`src/rtl/drp_pkg.sv`:
```
// Shared types, constants and helpers for the dead reckoning pose predictor.
// Depends on nothing; every other file of the block imports it.
`default_nettype none

package drp_pkg;

    // Width of the CORDIC x, y and z datapath, Q2.30 values with guard bits.
    localparam int CW = 34;

    // 2^64 / (2*pi) as two 32-bit halves, used for the heading phase.
    localparam logic [31:0] INV_2PI_HI = 32'h28BE_60DB;
    localparam logic [31:0] INV_2PI_LO = 32'h9391_054A;

    // round(pi/2 * 2^30) and round(0.6072529350 * 2^30).
    localparam logic signed [31:0]   PI_HALF_Q30     = 32'sd1686629713;
    localparam logic signed [CW-1:0] CORDIC_GAIN_Q30 = 34'sd652032874;

    // One eighth of a turn in phase units, used to center the quadrants.
    localparam logic [31:0] EIGHTH_TURN = 32'h2000_0000;

    // Rounding term for the rotated displacement in Q2.30.
    localparam logic signed [CW+32:0] ROT_HALF = (CW + 33)'(1) <<< 29;

    // floor(atan(2^-i) * 2^30) for i = 0 .. 31.
    localparam logic [30:0] ATAN_Q30 [32] = '{
        31'd843314856, 31'd497837829, 31'd263043836, 31'd133525158,
        31'd67021686,  31'd33543515,  31'd16775850,  31'd8388437,
        31'd4194282,   31'd2097149,   31'd1048575,   31'd524287,
        31'd262143,    31'd131071,    31'd65535,     31'd32767,
        31'd16383,     31'd8191,      31'd4095,      31'd2047,
        31'd1023,      31'd511,       31'd255,       31'd127,
        31'd63,        31'd31,        31'd15,        31'd8,
        31'd4,         31'd2,         31'd1,         31'd0
    };

    // Quadrant of the heading, centered on the axes.
    typedef enum logic [1:0] {
        QUAD_0   = 2'd0,
        QUAD_90  = 2'd1,
        QUAD_180 = 2'd2,
        QUAD_270 = 2'd3
    } quad_t;

    // One input beat.
    typedef struct packed {
        logic signed [31:0] pose_x;
        logic signed [31:0] pose_y;
        logic signed [31:0] pose_heading;
        logic signed [31:0] body_vel_x;
        logic signed [31:0] body_vel_y;
        logic signed [31:0] body_vel_turn;
        logic        [30:0] time_step;
    } pose_in_t;

    // One result beat.
    typedef struct packed {
        logic signed [31:0] new_x;
        logic signed [31:0] new_y;
        logic signed [31:0] new_heading;
        logic               overflow;
    } pose_out_t;

    // Values that ride along the CORDIC chain with each item.
    typedef struct packed {
        logic signed [31:0] px;
        logic signed [31:0] py;
        logic signed [31:0] nh;
        logic signed [31:0] dx;
        logic signed [31:0] dy;
        quad_t              quad;
        logic               ovf;
    } carry_t;

    // State handed from one CORDIC cell to the next.
    typedef struct packed {
        logic signed [CW-1:0] x;
        logic signed [CW-1:0] y;
        logic signed [CW-1:0] z;
        carry_t               carry;
    } cordic_t;

    // Saturated 32-bit value with its overflow mark.
    typedef struct packed {
        logic               of;
        logic signed [31:0] val;
    } sat_t;

    // Clamp a wide signed value to the 32-bit signed range.
    function automatic sat_t sat32(input logic signed [63:0] v);
        sat_t r;
        if (v > 64'sd2147483647) begin
            r.of  = 1'b1;
            r.val = 32'sh7FFF_FFFF;
        end
        else if (v < -64'sd2147483648) begin
            r.of  = 1'b1;
            r.val = 32'sh8000_0000;
        end
        else begin
            r.of  = 1'b0;
            r.val = v[31:0];
        end
        return r;
    endfunction

endpackage

`default_nettype wire

```
`src/rtl/drp_cordic_cell.sv`:
```
// One CORDIC rotation cell: a single micro-rotation by atan(2^-STEP).
// Depends on drp_pkg.
`default_nettype none

module drp_cordic_cell
    import drp_pkg::*;
#(
    parameter int STEP = 0
)
(
    input  wire logic    clk,
    input  wire logic    rst_n,
    input  wire logic    en,
    input  wire logic    in_valid,
    input  wire cordic_t in_data,
    output logic         out_valid,
    output cordic_t      out_data
);

    logic signed [CW-1:0] x_in, y_in, z_in, xs, ys, atan_step;
    cordic_t              data_next, data_reg;
    logic                 valid_reg;

    // Rotate toward zero residual angle.
    always_comb
    begin
        x_in      = in_data.x;
        y_in      = in_data.y;
        z_in      = in_data.z;
        xs        = x_in >>> STEP;
        ys        = y_in >>> STEP;
        atan_step = $signed({{(CW - 31){1'b0}}, ATAN_Q30[5'(STEP)]});
        data_next.carry = in_data.carry;
        if (!z_in[CW-1])
        begin
            data_next.x = x_in - ys;
            data_next.y = y_in + xs;
            data_next.z = z_in - atan_step;
        end
        else
        begin
            data_next.x = x_in + ys;
            data_next.y = y_in - xs;
            data_next.z = z_in + atan_step;
        end
    end

    always_ff @(posedge clk)
    begin
        if (en)
        begin
            data_reg <= data_next;
        end
    end

    always_ff @(posedge clk or negedge rst_n)
    begin
        if (!rst_n)
        begin
            valid_reg <= 1'b0;
        end
        else if (en)
        begin
            valid_reg <= in_valid;
        end
    end

    assign out_valid = valid_reg;
    assign out_data  = data_reg;

endmodule

`default_nettype wire

```
`config.mk`:
```
export PLATFORM = sky130hd
export DESIGN_NAME = drp_cordic_cell
export DESIGN_NICKNAME = d
export VERILOG_FILES = /design/src/rtl/drp_pkg.sv /design/src/rtl/drp_cordic_cell.sv
export SDC_FILE = /design/constraint.sdc
export NUM_CORES = 1
export LEC_CHECK = 0
export ABC_CLOCK_PERIOD_IN_PS = 900
export BUFFER_PORTS_ARGS = -buffer_cell sky130_fd_sc_hd__buf_2
export CORE_AREA = 3 3 206 208
export DETAILED_ROUTE_END_ITERATION = 8
export DIE_AREA = 0 0 209 211
export PLACE_DENSITY = 0.74
export SYNTH_ARGS = -nofsm -noshare
export SYNTH_HDL_FRONTEND = slang
export SYNTH_SLANG_ARGS = --single-unit
export TNS_END_PERCENT = 1
```
`constraint.sdc`:
```
create_clock -name clk -period 0.9 [get_ports clk]
set_input_delay 0.045 -clock clk [delete_from_list [all_inputs] [get_ports clk]]
set_output_delay 0.045 -clock clk [all_outputs]
set_load 0.005 [all_outputs]
```
==> results.py <==
metrics = {
    "run_status": {
        "status": "finished, violations left",
        "failed_checks": "setup timing",
    },
    "route": {
        "drcViolationCount": 0,
        "drt-total-wl_mm": 71.9,
        "post_drt_wl_per_cell_um": 23.3,
        "antenna_left": 0,
        "viasPerCell": 5.32,
        "drt_iter0_drc": 1468,
        "vias": 16400,
        "drtPass1Iterations": 6,
    },
    "synthesis": {
        "syn_inst": 1383,
        "synth.top_cells.by_count": "edfxtp_1, ha_1, a21oi_1",
        "async_flop_share_pct": 0.377,
        "syn_avg_cell_area_um2": 11.2,
        "mappedNetlistNets": 1784,
        "synth.largest_area_cell": "edfxtp_1",
        "synth_top_family_by_area": "compound AO/OA/AOI/OAI gates",
        "synthAdderAreaFrac_pct": 10.9,
        "synth_area_leaders": "edfxtp_1, ha_1, a21oi_1, xnor2_1, inv_1",
        "synthSimpleGateAreaFrac_pct": 9.51,
        "synth_compound_area_share_pct": 17.9,
        "synth_warnings": 0,
        "ys_seq_area_share_pct": 51.5,
        "synthFlopType": "edfxtp_1",
        "synth-seq-cells": 265,
        "synth_xor_xnor_area_share_pct": 4.70,
        "yosysMostFrequentCell": "edfxtp_1",
        "synth_top_area_share_pct": 51.3,
        "synth_area_um2": 15500,
        "synth-edff-count": 264,
        "yosys.cell_types.count": 79,
        "synthMuxAreaShare_pct": 1.24,
    },
    "power_and_ir_drop": {
        "pwr-share-seq_pct": 38.6,
        "swShare_pct": 29.9,
        "internal_power_mw": 29.0,
        "combinationalPowerShare_pct": 31.0,
        "p_clk_share_pct": 30.3,
        "p_per_area_nw_per_um2": 1590,
        "p_switching_mw": 12.4,
        "ir_worst_vdd_mv": 1.15,
        "power_leakage_nw": 11.8,
    },
    "finish": {
        "fillers": 3214,
        "layout-drive-gt1-share_pct": 47.5,
        "syn_to_final_growth_pct": 68.5,
        "fin_util_pct": 63.9,
        "nets": 2929,
        "fin_area_um2": 26000,
    },
    "timing": {
        "clock.fmax_mhz": 479,
        "setup_slack_ns": -1.19,
        "hold_violations": 0,
        "max_slew_margin_pct": 64.9,
        "min_period_over_period_pct": 232,
        "min_period_ns": 2.09,
        "setup_viol": 352,
        "worstMarginPinSlew_ns": 0.523,
        "fin_skew_ns": 0,
        "holdWs_ns": 0.0125,
        "finalSetupTns_ns": -139.69,
        "slew_violations": 0,
        "rsz0062_at_grt": "yes",
    },
    "place": {
        "dpl.hpwl_mm": 56.5,
        "io_buffer_count": 534,
        "place.gp.congestion": 0.998,
        "placed_area_um2": 22100,
        "pre_cts_ws_ns": -2.05,
    },
    "grt": {
        "grt_pass1_wl_mm": 104,
        "grt_max_degree": 70,
        "grtUsageTotal_pct": 30.9,
        "grt_pass1_vias": 16300,
        "antenna_found_initial": 4,
        "overflow": 0,
    },
    "setup_path": {
        "crit_slowest_cell": "or4_4",
        "required_ns": 1.24,
        "path_cells": "buf_6, inv_4, ha_4, or4_4, or3_4, a211oi_4, o21ai_4, a311oi_2, nor3_2, o22ai_2, xnor2_1",
        "worst_ep_arrival_time_ns": 2.43,
        "max_stage_delay_ns": 0.54,
        "critPathMaxFanout": 4,
        "crit_buf_inv": 2,
        "cp_top_family": "simple AND/OR/NAND/NOR gates",
        "cp-start-kind": "primary input",
        "path_class": "primary input to flop",
        "cp-end-kind": "flop",
    },
    "floorplanning": {
        "core_um2": 40700,
        "fp.dieW_um": 209,
        "start_util_pct": 37.9,
        "io_pins": 535,
        "fp.dieH_um": 211,
        "floorplan.rows": 74,
        "die_area_um2": 44100,
    },
    "flow_run": {
        "drv_cap": 0,
    },
    "clocking": {
        "cts_tree": "yes",
        "htreeDepth": 1,
        "clk_latency_ns": 0.58,
        "cts_buffers": 29,
        "cts_buffer_depth": 3,
        "root_buffer": "clkbuf_16",
        "path_clk_slew_ns": 0.07,
        "cts.sinks": 265,
    },
    "hold_path": {
        "hold_class": "primary input to flop",
    },
}
==> registers in the layout, indices dropped and copies added (netlist names) <==
signal,flops
out_data,264
out_valid,1
==> tightest hold or removal path, cell delays in order <==
cell and delay, ns:
buf_2 0.09, xnor2_1 0.13, buf_4 0.12, xnor2_1 0.10
==> per-layer routing <==
layer / track usage [%] / up-vias / part of all wire (%)
li1: - / 7419 / -
met1: 40.0 / 7989 / 40
met2: 52.6 / 854 / 48
met3: 4.84 / 172 / 7.6
met4: 11.4 / 2 / 4.6
met5: 0 / - / 0.018
==> metrics by stage <==
| step | instances | total power, mW |
|---|---|---|
| 2_1_floorplan | 1383 | 20.3 |
| 3_3_place_gp | 2844 | 27.0 |
| 3_5_place_dp | 2844 | 27.1 |
| 4_1_cts | 3076 | 40.9 |
| 5_1_grt | 3084 | 42.8 |
| 6_report | 3087 | 41.3 |
==> power groups by stage <==
stage	clock network, mW	registers, mW	logic (mW)
floorplan	0	16.1	4.24
CTS	12.7	16.0	12.3
global route	13.2	16.0	13.6
global placement	0	16.2	10.8
finish	12.5	16.0	12.8
detailed placement	0	16.2	11.0
==> logic make-up (layout without fill, tap and decap cells) <==
kind of cell / after synthesis / in the layout
AOI/OAI and AO/OA: 417 / 417
and+or+nand+nor: 300 / 300
DFF: 265 / 265
buffers and inverters: 167 / 1335
adders and majority gates: 132 / 132
xor gates and xnor gates: 83 / 83
muxes: 19 / 19
other: 0 / 4
==> final timing paths <==
kind	to	slack [ns]	from	cells after the start
max	out_data[226]	-1.19	in_data[209]	11
min	out_data[230]	0.01	in_data[264]	4
max reg2reg	out_valid	0.15	out_valid	1
min reg2reg	out_valid	0.52	out_valid	1
max in group asynchronous	out_valid	0.45	rst_n	3
min in group asynchronous	out_valid	0.33	rst_n	3
==> placed cells by master, fill, tap and decap left out, types with 12 or more instances in the layout <==
| cell | netlist | routed |
|---|---|---|
| buf_2 | 18 | 515 |
| a21o_1 | 38 | 37 |
| dlygate4sd3_1 | 0 | 174 |
| a211oi_1 | 21 | 12 |
| a21oi_1 | 127 | 108 |
| nor2b_1 | 17 | 15 |
| o211ai_1 | 17 | 17 |
| ha_4 | 0 | 18 |
| mux2i_1 | 18 | 18 |
| nor2_1 | 99 | 94 |
| a21oi_2 | 0 | 18 |
| nand4_1 | 18 | 18 |
| buf_6 | 1 | 21 |
| ha_1 | 128 | 102 |
| clkbuf_16 | 0 | 29 |
| o21ai_0 | 71 | 53 |
| buf_4 | 2 | 440 |
| xor2_1 | 15 | 15 |
| inv_1 | 113 | 103 |
| nand3_1 | 25 | 22 |
| o21a_1 | 19 | 19 |
| o21ai_1 | 1 | 12 |
| edfxtp_1 | 264 | 264 |
| nand2_1 | 56 | 51 |
| nor3_1 | 22 | 18 |
| buf_12 | 0 | 12 |
| o21bai_1 | 19 | 17 |
| xnor2_1 | 68 | 66 |
==> area by class of cell <==
class	instances	area, µm²	share of cell area, %
Clock buffer	33	741	2.84
Timing Repair Buffer	1166	8160	31.3
Tap cell	532	666	2.56
Antenna cell	4	10.0	0.0384
Inverter	115	452	1.73
Multi-Input combinational cell	951	7810	30.0
Sequential cell	265	7950	30.5
Clock inverter	21	248	0.951
==> what timing repair did <==
action,CTS,global route
hold buffers,174,0
buffers inserted,6,7
gates cloned,0,0
endpoints found under the setup margin,359,355
pin swaps,62,43
endpoints found under the hold margin,257,0
resized for setup,167,85
No activity file was read; power rests on OpenSTA's default activity.
